## src/rtl/core/bcs_pkg.sv

```systemverilog
// ----------------------------------------------------------------------------
// bcs_pkg
// Shared widths, limits, codes and state type of the Bezier curve sampler.
// ----------------------------------------------------------------------------
package bcs_pkg;

  localparam int unsigned MAX_POINTS  = 16;
  localparam int unsigned MAX_RESULTS = 48;

  localparam int unsigned XY_W   = 32;
  localparam int unsigned TAG_W  = 16;
  localparam int unsigned T_W    = 16;
  localparam int unsigned CNT_W  = $clog2(MAX_POINTS + 1);
  localparam int unsigned IDX_W  = (MAX_POINTS > 1) ? $clog2(MAX_POINTS) : 1;
  localparam int unsigned TOT_W  = $clog2(MAX_RESULTS + 1);
  localparam int unsigned DIV_W  = CNT_W + 2;
  localparam int unsigned REM_W  = DIV_W + 1;
  localparam int unsigned DCNT_W = $clog2(T_W);
  localparam int unsigned DIFF_W = XY_W + 1;
  localparam int unsigned PROD_W = DIFF_W + T_W + 1;

  localparam logic [TAG_W-1:0]  TAG_NONE   = '1;
  localparam logic [PROD_W-1:0] ROUND_HALF = PROD_W'(1) << (T_W - 1);

  typedef enum logic [3:0] {
    ST_IDLE,
    ST_START,
    ST_DIV,
    ST_RD0,
    ST_ALD,
    ST_BLD,
    ST_MUL,
    ST_ACC,
    ST_OUT
  } bcs_state_e;

endpackage

```

## src/rtl/core/bcs_pt_if.sv

```systemverilog
// ----------------------------------------------------------------------------
// bcs_pt_if
// Control point channel: valid/ready with x, y, tag and end-of-curve flag.
// ----------------------------------------------------------------------------
interface bcs_pt_if import bcs_pkg::*; ();
  logic                    valid;
  logic                    ready;
  logic signed [XY_W-1:0]  pt_x;
  logic signed [XY_W-1:0]  pt_y;
  logic signed [TAG_W-1:0] pt_tag;
  logic                    pt_last;

  modport source (output valid, output pt_x, output pt_y, output pt_tag, output pt_last,
                  input ready);
  modport sink   (input valid, input pt_x, input pt_y, input pt_tag, input pt_last,
                  output ready);
endinterface

```

## src/rtl/core/bcs_smp_if.sv

```systemverilog
// ----------------------------------------------------------------------------
// bcs_smp_if
// Curve sample channel: valid/ready with x, y, tag and end-of-curve flag.
// ----------------------------------------------------------------------------
interface bcs_smp_if import bcs_pkg::*; ();
  logic                    valid;
  logic                    ready;
  logic signed [XY_W-1:0]  smp_x;
  logic signed [XY_W-1:0]  smp_y;
  logic signed [TAG_W-1:0] smp_tag;
  logic                    smp_last;

  modport source (output valid, output smp_x, output smp_y, output smp_tag,
                  output smp_last, input ready);
  modport sink   (input valid, input smp_x, input smp_y, input smp_tag,
                  input smp_last, output ready);
endinterface

```

## src/rtl/core/bezier_curve_sampler.sv

```systemverilog
// ----------------------------------------------------------------------------
// bezier_curve_sampler
// De Casteljau sampler: loads control points, emits 3n samples per curve.
// ----------------------------------------------------------------------------
// Control point words are taken one per cycle while the block is idle and are
// stored in small x/y memories (points past MAX_POINTS are dropped). The word
// flagged pt_last starts evaluation of the stored n points; the input then
// stays not ready until the last sample has been loaded into the output
// register. Sample 0 is the first point with its own tag; sample i > 0 is the
// curve at t = floor(i * 65536 / 3n) with tag -1, and smp_last marks the final
// sample (at most MAX_RESULTS per curve). Every lerp runs on one shared lerp
// unit (subtract, 33x17 multiply, round-and-add), so a sample i > 0 first
// runs the bit-serial divider for t, then n - 1 rounds of lerps per axis,
// each round starting with a fetch of its first entry. Sample 0, and every
// sample of a one-point curve, skips the divider and the lerps. A finished
// sample waits in the output register while the next one is computed.
// ----------------------------------------------------------------------------
module bezier_curve_sampler import bcs_pkg::*; (
  input  logic      clk_i,
  input  logic      rst_ni,
  bcs_pt_if.sink    pt_i,
  bcs_smp_if.source smp_o
);

  // Sequencer and counters
  bcs_state_e             state_q, state_d;
  logic [CNT_W-1:0]       cnt_q, cnt_d;       // points stored for current curve
  logic [CNT_W-1:0]       n_q, n_d;           // points of curve under evaluation
  logic [DIV_W-1:0]       d_q, d_d;           // 3n, divisor for t
  logic [TOT_W-1:0]       total_q, total_d;
  logic [TOT_W-1:0]       i_q, i_d;           // sample index
  logic [CNT_W-1:0]       m_q, m_d;           // entries alive in current round
  logic [IDX_W-1:0]       k_q, k_d;           // lerp index within round
  logic                   axis_q, axis_d;     // 0: x, 1: y
  logic [DCNT_W-1:0]      dcnt_q, dcnt_d;
  logic [REM_W-1:0]       rem_q, rem_d;
  logic [T_W-1:0]         t_q, t_d;
  logic [TAG_W-1:0]       first_tag_q, first_tag_d;
  logic                   out_valid_q, out_valid_d;

  // Datapath registers
  logic signed [XY_W-1:0]   a_q, a_d;
  logic signed [XY_W-1:0]   b_q, b_d;
  logic signed [DIFF_W-1:0] diff_q, diff_d;
  logic signed [PROD_W-1:0] prod_q, prod_d;
  logic signed [XY_W-1:0]   sx_q, sx_d;
  logic signed [XY_W-1:0]   out_x_q, out_x_d;
  logic signed [XY_W-1:0]   out_y_q, out_y_d;
  logic [TAG_W-1:0]         out_tag_q, out_tag_d;
  logic                     out_last_q, out_last_d;
  logic signed [XY_W-1:0]   sy_q, sy_d;

  // Memories
  logic signed [XY_W-1:0] ctrl_x_mem [MAX_POINTS];
  logic signed [XY_W-1:0] ctrl_y_mem [MAX_POINTS];
  logic signed [XY_W-1:0] work_mem   [MAX_POINTS];
  logic signed [XY_W-1:0] ctrl_x_rd_q, ctrl_y_rd_q, work_rd_q;

  logic                   pt_we, wk_we;
  logic [IDX_W-1:0]       rd_addr;

  // Combinational helpers
  logic                   pt_acc, out_acc, pass, round_first;
  logic signed [XY_W-1:0] rd_data, lerp_res, axis_val;
  logic                   axis_done;
  logic [PROD_W-1:0]      rnd;
  logic [REM_W-1:0]       rem_sh;
  logic [CNT_W-1:0]       n_new;
  logic [DIV_W-1:0]       three_n;

  assign pt_acc  = pt_i.valid && pt_i.ready;
  assign out_acc = smp_o.valid && smp_o.ready;

  assign pt_i.ready     = (state_q == ST_IDLE);
  assign smp_o.valid    = out_valid_q;
  assign smp_o.smp_x    = out_x_q;
  assign smp_o.smp_y    = out_y_q;
  assign smp_o.smp_tag  = out_tag_q;
  assign smp_o.smp_last = out_last_q;

  // Sample 0 and one-point curves take the first point as is
  assign pass        = (i_q == '0) || (n_q == CNT_W'(1));
  assign round_first = (m_q == n_q);
  assign rd_data     = !round_first ? work_rd_q : (axis_q ? ctrl_y_rd_q : ctrl_x_rd_q);

  // Lerp back end: a + round_half_up((b - a) * t / 2^16)
  assign rnd      = prod_q + ROUND_HALF;
  assign lerp_res = a_q + rnd[T_W+XY_W-1:T_W];

  assign rem_sh  = {rem_q[REM_W-2:0], 1'b0};
  assign n_new   = (cnt_q < CNT_W'(MAX_POINTS)) ? cnt_q + CNT_W'(1) : cnt_q;
  assign three_n = DIV_W'(n_new) + (DIV_W'(n_new) << 1);

  always_comb begin
    state_d     = state_q;
    cnt_d       = cnt_q;
    n_d         = n_q;
    d_d         = d_q;
    total_d     = total_q;
    i_d         = i_q;
    m_d         = m_q;
    k_d         = k_q;
    axis_d      = axis_q;
    dcnt_d      = dcnt_q;
    rem_d       = rem_q;
    t_d         = t_q;
    first_tag_d = first_tag_q;
    out_valid_d = out_valid_q && !out_acc;
    a_d         = a_q;
    b_d         = b_q;
    diff_d      = diff_q;
    prod_d      = prod_q;
    sx_d        = sx_q;
    sy_d        = sy_q;
    out_x_d     = out_x_q;
    out_y_d     = out_y_q;
    out_tag_d   = out_tag_q;
    out_last_d  = out_last_q;
    pt_we       = 1'b0;
    wk_we       = 1'b0;
    rd_addr     = '0;
    axis_done   = 1'b0;
    axis_val    = lerp_res;

    case (state_q)
      ST_IDLE: begin
        if (pt_acc) begin
          if (cnt_q < CNT_W'(MAX_POINTS)) begin
            pt_we = 1'b1;
            cnt_d = cnt_q + CNT_W'(1);
            if (cnt_q == '0) begin
              first_tag_d = pt_i.pt_tag;
            end
          end
          if (pt_i.pt_last) begin
            n_d     = n_new;
            d_d     = three_n;
            total_d = (three_n > DIV_W'(MAX_RESULTS)) ? TOT_W'(MAX_RESULTS)
                                                      : TOT_W'(three_n);
            cnt_d   = '0;
            i_d     = '0;
            state_d = ST_START;
          end
        end
      end

      ST_START: begin
        axis_d = 1'b0;
        m_d    = n_q;
        k_d    = '0;
        if (pass) begin
          state_d = ST_RD0;
        end else begin
          rem_d   = REM_W'(i_q);
          dcnt_d  = '0;
          state_d = ST_DIV;
        end
      end

      // Restoring division, one quotient bit a cycle; i < 3n so rem starts at i
      ST_DIV: begin
        if (rem_sh >= REM_W'(d_q)) begin
          rem_d = rem_sh - REM_W'(d_q);
          t_d   = {t_q[T_W-2:0], 1'b1};
        end else begin
          rem_d = rem_sh;
          t_d   = {t_q[T_W-2:0], 1'b0};
        end
        dcnt_d = dcnt_q + DCNT_W'(1);
        if (dcnt_q == DCNT_W'(T_W - 1)) begin
          state_d = ST_RD0;
        end
      end

      ST_RD0: begin
        rd_addr = '0;
        state_d = ST_ALD;
      end

      ST_ALD: begin
        if (pass) begin
          axis_done = 1'b1;
          axis_val  = rd_data;
        end else begin
          a_d     = rd_data;
          k_d     = '0;
          rd_addr = IDX_W'(1);
          state_d = ST_BLD;
        end
      end

      ST_BLD: begin
        b_d     = rd_data;
        diff_d  = DIFF_W'(rd_data) - DIFF_W'(a_q);
        state_d = ST_MUL;
      end

      ST_MUL: begin
        prod_d  = diff_q * $signed({1'b0, t_q});
        state_d = ST_ACC;
      end

      ST_ACC: begin
        wk_we = 1'b1;
        a_d   = b_q;
        if (CNT_W'(k_q) == m_q - CNT_W'(2)) begin
          if (m_q == CNT_W'(2)) begin
            axis_done = 1'b1;
          end else begin
            m_d     = m_q - CNT_W'(1);
            state_d = ST_RD0;
          end
        end else begin
          k_d     = k_q + IDX_W'(1);
          rd_addr = IDX_W'(CNT_W'(k_q) + CNT_W'(2));
          state_d = ST_BLD;
        end
      end

      ST_OUT: begin
        if (!out_valid_q || out_acc) begin
          out_valid_d = 1'b1;
          out_x_d     = sx_q;
          out_y_d     = sy_q;
          out_tag_d   = (i_q == '0) ? first_tag_q : TAG_NONE;
          out_last_d  = (i_q == total_q - TOT_W'(1));
          if (i_q == total_q - TOT_W'(1)) begin
            state_d = ST_IDLE;
          end else begin
            i_d     = i_q + TOT_W'(1);
            state_d = ST_START;
          end
        end
      end

      default: begin
        state_d = ST_IDLE;
      end
    endcase

    // Axis finished: x moves on to y, y moves on to the output register
    if (axis_done) begin
      if (!axis_q) begin
        sx_d    = axis_val;
        axis_d  = 1'b1;
        m_d     = n_q;
        state_d = ST_RD0;
      end else begin
        sy_d    = axis_val;
        state_d = ST_OUT;
      end
    end
  end

  always_ff @(posedge clk_i or negedge rst_ni) begin
    if (!rst_ni) begin
      state_q     <= ST_IDLE;
      cnt_q       <= '0;
      n_q         <= '0;
      d_q         <= '0;
      total_q     <= '0;
      i_q         <= '0;
      m_q         <= '0;
      k_q         <= '0;
      axis_q      <= 1'b0;
      dcnt_q      <= '0;
      first_tag_q <= '0;
      out_valid_q <= 1'b0;
    end else begin
      state_q     <= state_d;
      cnt_q       <= cnt_d;
      n_q         <= n_d;
      d_q         <= d_d;
      total_q     <= total_d;
      i_q         <= i_d;
      m_q         <= m_d;
      k_q         <= k_d;
      axis_q      <= axis_d;
      dcnt_q      <= dcnt_d;
      first_tag_q <= first_tag_d;
      out_valid_q <= out_valid_d;
    end
  end

  // Payload: no reset
  always_ff @(posedge clk_i) begin
    rem_q      <= rem_d;
    t_q        <= t_d;
    a_q        <= a_d;
    b_q        <= b_d;
    diff_q     <= diff_d;
    prod_q     <= prod_d;
    sx_q       <= sx_d;
    sy_q       <= sy_d;
    out_x_q    <= out_x_d;
    out_y_q    <= out_y_d;
    out_tag_q  <= out_tag_d;
    out_last_q <= out_last_d;
  end

  // Control point stores
  always_ff @(posedge clk_i) begin
    if (pt_we) begin
      ctrl_x_mem[cnt_q[IDX_W-1:0]] <= pt_i.pt_x;
      ctrl_y_mem[cnt_q[IDX_W-1:0]] <= pt_i.pt_y;
    end
    ctrl_x_rd_q <= ctrl_x_mem[rd_addr];
    ctrl_y_rd_q <= ctrl_y_mem[rd_addr];
  end

  // Working row of the de Casteljau triangle
  always_ff @(posedge clk_i) begin
    if (wk_we) begin
      work_mem[k_q] <= lerp_res;
    end
    work_rd_q <= work_mem[rd_addr];
  end

endmodule
```

## src/flat_wrapper.sv

```systemverilog
// flat-port wrapper written by rule: the top's interface ports become plain ports
module bezier_curve_sampler_flat import bcs_pkg::*;
  (clk_i, rst_ni, pt_i_valid, pt_i_pt_x, pt_i_pt_y, pt_i_pt_tag, pt_i_pt_last, pt_i_ready, smp_o_valid, smp_o_smp_x, smp_o_smp_y, smp_o_smp_tag, smp_o_smp_last, smp_o_ready);
  bcs_pt_if pt_i_i ();
  bcs_smp_if smp_o_i ();
  input  logic clk_i;
  input  logic rst_ni;
  input wire logic [$bits(pt_i_i.valid)-1:0] pt_i_valid;
  input wire logic [$bits(pt_i_i.pt_x)-1:0] pt_i_pt_x;
  input wire logic [$bits(pt_i_i.pt_y)-1:0] pt_i_pt_y;
  input wire logic [$bits(pt_i_i.pt_tag)-1:0] pt_i_pt_tag;
  input wire logic [$bits(pt_i_i.pt_last)-1:0] pt_i_pt_last;
  output wire logic [$bits(pt_i_i.ready)-1:0] pt_i_ready;
  output wire logic [$bits(smp_o_i.valid)-1:0] smp_o_valid;
  output wire logic [$bits(smp_o_i.smp_x)-1:0] smp_o_smp_x;
  output wire logic [$bits(smp_o_i.smp_y)-1:0] smp_o_smp_y;
  output wire logic [$bits(smp_o_i.smp_tag)-1:0] smp_o_smp_tag;
  output wire logic [$bits(smp_o_i.smp_last)-1:0] smp_o_smp_last;
  input wire logic [$bits(smp_o_i.ready)-1:0] smp_o_ready;
  assign pt_i_i.valid = pt_i_valid;
  assign pt_i_i.pt_x = pt_i_pt_x;
  assign pt_i_i.pt_y = pt_i_pt_y;
  assign pt_i_i.pt_tag = pt_i_pt_tag;
  assign pt_i_i.pt_last = pt_i_pt_last;
  assign pt_i_ready = pt_i_i.ready;
  assign smp_o_valid = smp_o_i.valid;
  assign smp_o_smp_x = smp_o_i.smp_x;
  assign smp_o_smp_y = smp_o_i.smp_y;
  assign smp_o_smp_tag = smp_o_i.smp_tag;
  assign smp_o_smp_last = smp_o_i.smp_last;
  assign smp_o_i.ready = smp_o_ready;
  bezier_curve_sampler u_core (.clk_i(clk_i), .rst_ni(rst_ni), .pt_i(pt_i_i), .smp_o(smp_o_i));
endmodule
```

## config.mk

```make
export PLATFORM = sky130hd
export DESIGN_NAME = bezier_curve_sampler_flat
export DESIGN_NICKNAME = d
export VERILOG_FILES = /design/src/rtl/core/bcs_pkg.sv /design/src/rtl/core/bcs_pt_if.sv /design/src/rtl/core/bcs_smp_if.sv /design/src/rtl/core/bezier_curve_sampler.sv /design/src/flat_wrapper.sv
export SDC_FILE = /design/constraint.sdc
export NUM_CORES = 2
export LEC_CHECK = 0
export BUFFER_PORTS_ARGS = -buffer_cell sky130_fd_sc_hd__buf_4
export CAP_MARGIN = 20
export CORE_ASPECT_RATIO = 1.4
export CORE_MARGIN = 2
export CORE_UTILIZATION = 45
export CTS_BUF_LIST = sky130_fd_sc_hd__clkbuf_8
export DETAILED_ROUTE_END_ITERATION = 12
export PLACE_DENSITY = 0.6
export SLEW_MARGIN = 20
export SYNTH_ARGS = -nofsm -noshare
export SYNTH_HDL_FRONTEND = slang
export SYNTH_SLANG_ARGS = --single-unit
```

## constraint.sdc

```tcl
create_clock -name clk_i -period 8.9 [get_ports clk_i]
set_input_delay 1.78 -clock clk_i [delete_from_list [all_inputs] [get_ports clk_i]]
set_output_delay 1.78 -clock clk_i [all_outputs]
set_load 0.01 [all_outputs]
```

; ---- Word-level counts from Yosys, hierarchy flattened
; Memories as Yosys holds them, arrays and structs flattened. A register that Yosys moved wholly into a read port is not among the register bits.
; Index checks and enable logic that the tools add are counted.
[totals]
register_bits = 377
latch_bits = 0
ramBits = 1536
mem_bits_ro = 0
inputBits = 85
out_inout_bits = 83
n_memories = 3
[op_classes]
n_addsub = 13
multipliers = 1
div = 0
magnitude_cmp = 3
n_eq_ne = 27
n_shift = 0
n_mux = 59
bitwise = 1
reduce_logical = 25
[memory_table]
columns = memory, words, width, read_ports, rd_ports_with_merged_regs, wr, line
row1 = u_core.ctrl_x_mem, 16, 32, 1, 1, 1, bezier_curve_sampler.sv:54  ; logic signed [XY_W-1:0] ctrl_x_mem [MAX_POINTS];
row2 = u_core.ctrl_y_mem, 16, 32, 1, 1, 1, bezier_curve_sampler.sv:55  ; logic signed [XY_W-1:0] ctrl_y_mem [MAX_POINTS];
row3 = u_core.work_mem, 16, 32, 1, 1, 1, bezier_curve_sampler.sv:56  ; logic signed [XY_W-1:0] work_mem [MAX_POINTS];
[ops]
columns = cell, count
row1 = 2-to-1 mux 32 bit, 5
row2 = case mux 32 bit (2 select lines), 1
row3 = "adder 48 x 16 -> 48 bit, second input constant", 1
row4 = multiplier 33 x 17 -> 48 bit, 1
row5 = 2-to-1 mux 4 bit, 12
row6 = case mux 4 bit (9 select lines), 1
row7 = subtractor 32 x 32 -> 33 bit, 1
row8 = adder 32 bit, 1
row9 = 2-to-1 mux 5 bit, 6
row10 = 2-to-1 mux 6 bit, 5
row11 = 2-to-1 mux 1 bit, 20
row12 = "equality test 4 x 3 -> 1 bit, second input constant", 4
row13 = case mux 4 bit (2 select lines), 2
row14 = 2-to-1 mux 7 bit, 2
row15 = case mux 7 bit (2 select lines), 1
row16 = "!= test 2 bit, second input constant", 6
row17 = case mux 4 bit (3 select lines), 1
row18 = case mux 6 bit (2 select lines), 1
row19 = AND reduction 2 bit, 6
row20 = case mux 5 bit (2 select lines), 1
row21 = "!= test 3 bit, second input constant", 3
row22 = "adder 4 x 1 -> 4 bit, second input constant", 2
row23 = "equality test 4 x 2 -> 1 bit, second input constant", 2
row24 = "equality test 4 bit, second input constant", 2
row25 = other kinds (34), 42

; ---- Logic depth before layout (Yosys ltp)
[depth]
depth_word = 6
mapped_depth = 25

; ---- Worst setup path after synthesis
; No wires, ideal clock.
[synth_timing]
path_type = input port to flip-flop
startpoint = in pt_i_valid
endpoint = mem u_core.ctrl_x_mem[1][0] (enable)
setup_time_ns = 0.565
arrival_time_ns = 6.512
required_time_ns = 8.335
slack_ns = 1.824
cell_stages = 4
n_path_buf = 0
cell_sequence = nand2_1 > nor2_1 > nand2_1 > nor3_1
[synth_via]
elab_chain_cells = 5
[synth_lines]
columns = item, line
row1 = "start, declared", flat_wrapper.sv:8  ; input wire logic [$bits(pt_i_i.valid)-1:0] pt_i_valid;
row2 = logical AND 1 bit, bezier_curve_sampler.sv:71  ; assign pt_acc = pt_i.valid && pt_i.ready;
row3 = 2-to-1 mux 1 bit, bezier_curve_sampler.sv:127  ; if (pt_acc) begin
row4 = 2-to-1 mux 1 bit, bezier_curve_sampler.sv:125  ; case (state_q)
row5 = 2-to-1 mux 1 bit, bezier_curve_sampler.sv:303  ; if (pt_we) begin
row6 = 2-to-1 mux 1 bit (implied by the code), bezier_curve_sampler.sv:304  ; ctrl_x_mem[cnt_q[IDX_W-1:0]] <= pt_i.pt_x;
row7 = "end, declared", bezier_curve_sampler.sv:54
; No other way between the ends.

; ---- Worst setup path in the final report
[layout_timing]
startpoint = reg u_core.t_q[6]
endpoint = reg u_core.prod_q[31], data pin
[layout_via]
elab_chain_cells = 1
[layout_lines]
columns = item, line
row1 = "start, declared", bezier_curve_sampler.sv:37  ; logic [T_W-1:0] t_q, t_d;
row2 = "start signal, assigned", bezier_curve_sampler.sv:288  ; t_q <= t_d;
row3 = multiplier 33 x 17 -> 48 bit, bezier_curve_sampler.sv:199  ; prod_d = diff_q * $signed({1'b0, t_q});
row4 = "end signal, assigned", bezier_curve_sampler.sv:292  ; prod_q <= prod_d;
row5 = "end, declared", bezier_curve_sampler.sv:45  ; logic signed [PROD_W-1:0] prod_q, prod_d;
; No other way between the ends.
; A chain may end at the register's enable or synchronous reset.

==> impl_results.md <==
* Nets at 7105
* Share of synthesized flip-flops with an asynchronous set or reset at 0.0316
* Final design area excluding fillers at 106000 um^2
* CTS clk-pin slew, worst paths at 0.07 ns
* Top area cells in the synthesized netlist: edfxtp_1, fa_1, mux4_2
* Post-Syn Instances at 5986
* Weighted congestion at the end of routability-driven global placement at 0.845
* Area of all sequential standard cells at 58600 um^2
* Cell Area, Synth at 94800 um^2
* Worst EP arrival at 8.26 ns
* Vias at 51200
* Outcome: finished clean
* Top Ports at 168
* Most area-hungry cell type in the Yosys netlist: edfxtp_1
* Post-DP HPWL at 145000 um
* Final Hold Fails at 0
* Count of standard-cell rows at 199
* Power Density at 167 nW/um^2
* TritonCTS Sinks at 1993
* Mapped Nets at 6769
* Top-area cell type share of the netlist area at 0.581
* Mean Syn Cell Area at 15.8 um^2
* Width of the die at 392 um
* Placed cell areas at 99700 um^2
* Fin util at 0.505
* Mean routed wirelength per cell at 25.2 um
* Cts hold-fix bufs at 0
* Synth Register Bits at 1993
* Maximum number of buffers from clock root to sink at 4
* Maximum vdd drop at 0.171 mV
* Clock root buffer: clkbuf_8
* Fraction of final layout cells with drive strength greater than 1 at 0.185
* Required time worst endpoint at 9.57 ns
* Total Power at 17.7 mW
* Unrepaired setup endpoints after global routing: false
* Layout Skew at 0.0809 ns
* Worst Path Class, Setup: reg2reg
* Most used flip-flop cell after synthesis: edfxtp_1
* Setup TNS at 0 ns
* CTS tree: yes
* Count of instances resized after the clock tree is built at 0
* Ratio of final minimum period to clock period at 0.853
* Antenna violations before repair at 19
* Number of CTS-inserted buffers at 312
* Largest net degree at the start of global routing at 134
* Count of buffers from port buffering at 167
* LEAKAGE at 39.5 nW
* Total overflow reported by the global router at 0
* Global-route wire length before repair at 353000 um
* Post-layout minimum cycle time at 7.59 ns
* Post-synthesis to final-layout area growth at 11.7%
* Final setup fails at 0
* First-iteration detailed-routing DRC count at 3318
* Highest attainable clock frequency at 132 MHz
* Initial core utilization at 0.452
* Measured slew at the worst slew-check pin at 1.06 ns
* Critical path launch point type: flip-flop
* Crit. End Element: flip-flop
* Crit-path max FO at 22
* H-tree levels at 5
* First-pass detailed-route iteration total at 5
* Worst hold path class: reg2reg
* Ys Warns at 0
* Drc violations at 0
* Sequential cell area fraction in the yosys report at 0.618
* Standard cell core area at 210000 um^2
* Die ar. at 214000 um^2
* Number of setup buffers added after CTS at 0
* Vert. Die Dim at 547 um
* Vias in the first global route at 55400
* Number of maximum-capacitance violations at 0
* Clock insertion delay at the later pin of the skew report at 0.95 ns
* Normalized max-slew margin at 0.293
* Avg Vias per Cell at 5.45
* Aggregate routed wire length at 237000 um
* Number of max-slew violations in the final report at 0
* Post-route antenna net violation count at 0
* Distinct cell type count of the synthesized netlist at 74
* Filler cell count at 17700
* Total Routing Usage GR at 0.224
* Area of combinational cells with multiple inputs at 33000 um^2
* EDFF count, synth at 1834
cells in the mapped netlist (9+ instances only):
| cell | n |
|---|---|
| o211ai_1 | 9 |
| or2_2 | 19 |
| dfrtp_1 | 63 |
| o21a_1 | 14 |
| a22oi_1 | 195 |
| xor2_1 | 67 |
| buf_4 | 10 |
| and3_1 | 24 |
| nand4_1 | 20 |
| and2_1 | 237 |
| mux2i_1 | 43 |
| a21o_1 | 53 |
| nor3_1 | 30 |
| inv_1 | 674 |
| dfxtp_1 | 96 |
| clkbuf_1 | 172 |
| buf_2 | 74 |
| ha_1 | 205 |
| nand3_1 | 37 |
| mux2_2 | 24 |
| nand2b_1 | 19 |
| xnor2_1 | 103 |
| edfxtp_1 | 1834 |
| fa_1 | 493 |
| o21ai_0 | 146 |
| a211oi_1 | 9 |
| mux4_2 | 384 |
| nor2b_1 | 19 |
| nor4_1 | 12 |
| a21oi_1 | 98 |
| nand2_1 | 587 |
| nor2_1 | 104 |
critical path, cell delays in order, from the launching register on:
cell and delay (ns):
edfxtp_1 0.97, buf_4 0.32, and2_1 0.17, fa_1 0.42, inv_1 0.08, fa_1 0.45
fa_1 0.52, inv_1 0.06, fa_1 0.49, fa_1 0.50, inv_1 0.05, fa_1 0.47
inv_1 0.05, ha_1 0.20, or3_1 0.39, a21o_1 0.16, a21oi_1 0.30, o21ai_1 0.32
a211oi_1 0.40, a311o_1 0.32, o21bai_1 0.15, a2111oi_0 0.43, nor3_1 0.11
per-layer routing:
metal / global-route usage / share of wire / up-vias
met5: 0 / 0.00063 / -
met4: 0.0714 / 0.030 / 22
met3: 0.0362 / 0.052 / 410
met2: 0.415 / 0.54 / 1396
met1: 0.262 / 0.37 / 27000
li1: - / - / 22400
kinds of logic (layout without fill, tap and decap cells):
| family | after synthesis | after routing | share of synthesized area |
|---|---|---|---|
| XOR/XNOR | 170 | 170 | 0.0157 |
| adder cells (fa/ha/maj) | 698 | 698 | 0.131 |
| multiplexers | 451 | 451 | 0.0987 |
| flip-flops | 1993 | 1993 | 0.618 |
| AND/OR/NAND/NOR | 1142 | 1142 | 0.0569 |
| AO/OA/AOI/OAI | 594 | 594 | 0.0408 |
| other | 0 | 14 | 0 |
| buffers and inverters | 938 | 1522 | 0.0386 |
cell usage in the layout, fill, tap and decap left out, drive strengths merged, types with 8 or more instances in the layout:
cell       n
diode     14
and2     237
nand3     37
or2       21
dfxtp     96
mux4     384
o21ai    153
xor2      67
nand4     20
clkbuf   359
nand2b    19
edfxtp  1834
a22oi    195
nor2b     19
fa       493
o21a      14
clkinv    95
a21oi     98
o211ai     9
a31oi      8
nand2    588
dfrtp     63
nor2     106
mux2      24
ha       205
mux2i     43
buf      284
a21o      53
and3      24
xnor2    103
nor3      31
nor4      13
a211oi     9
inv      773
final cells by class:
class	count	share of cell area
Antenna cell	14	0.000331
Clock buffer	359	0.0467
Sequential cell	1993	0.553
Inverter	676	0.0240
Clock inverter	203	0.0100
Multi-Input combinational cell	3055	0.311
Timing Repair Buffer	284	0.0211
Tap cell	2814	0.0333
sequential cells by signal, summed over array words and instances (netlist names), 6 cells and up:
signal and flops:
u_core.total_q 6, u_core.diff_q 33, u_core.ctrl_x_rd_q 32, u_core.smp_o.smp_x 32, u_core.prod_q 33, u_core.ctrl_x_mem 512
u_core.b_q 32, u_core.rem_q 7, u_core.ctrl_y_rd_q 32, u_core.first_tag_q 16, u_core.ctrl_y_mem 512, u_core.a_q 32
u_core.sy_q 32, u_core.i_q 6, u_core.smp_o.smp_y 32, u_core.work_rd_q 32, u_core.t_q 16, u_core.work_mem 512
u_core.sx_q 32, u_core.smp_o.smp_tag 16, u_core.d_q 7
where the power goes:
part	internal [mW]	leakage, nW	switching (mW)
clock network	3.87	3.45	3.59
logic	0.0250	18.0	0.0676
registers	10.2	18.1	0.0000000000000000201
stage by stage:
stage          hold slack (ns)  setup WS [ns]  instances
2_1_floorplan            0.400           1.82       5986
3_3_place_gp             0.403           1.42       8822
3_5_place_dp             0.405           1.34       8822
4_1_cts                  0.419           1.32       9384
5_1_grt                  0.423           1.02       9389
6_report                 0.416           1.31       9398
path summary, 6_finish.rpt:
| check | slack [ns] | cells past startpoint | end | from |
|---|---|---|---|---|
| max reg2reg | 1.31 | 22 | u_core.prod_q[31] | u_core.t_q[6] |
| max | 1.31 | 22 | u_core.prod_q[31] | u_core.t_q[6] |
| min | 0.42 | 0 | u_core.smp_o.smp_x[8] | u_core.sx_q[8] |
| min in group asynchronous | 0.96 | 1 | u_core.first_tag_q[9] | rst_ni |
| min reg2reg | 0.42 | 0 | u_core.smp_o.smp_x[8] | u_core.sx_q[8] |
| max in group asynchronous | 7.32 | 1 | u_core.axis_q | rst_ni |
(Power assumes the default switching activity.)
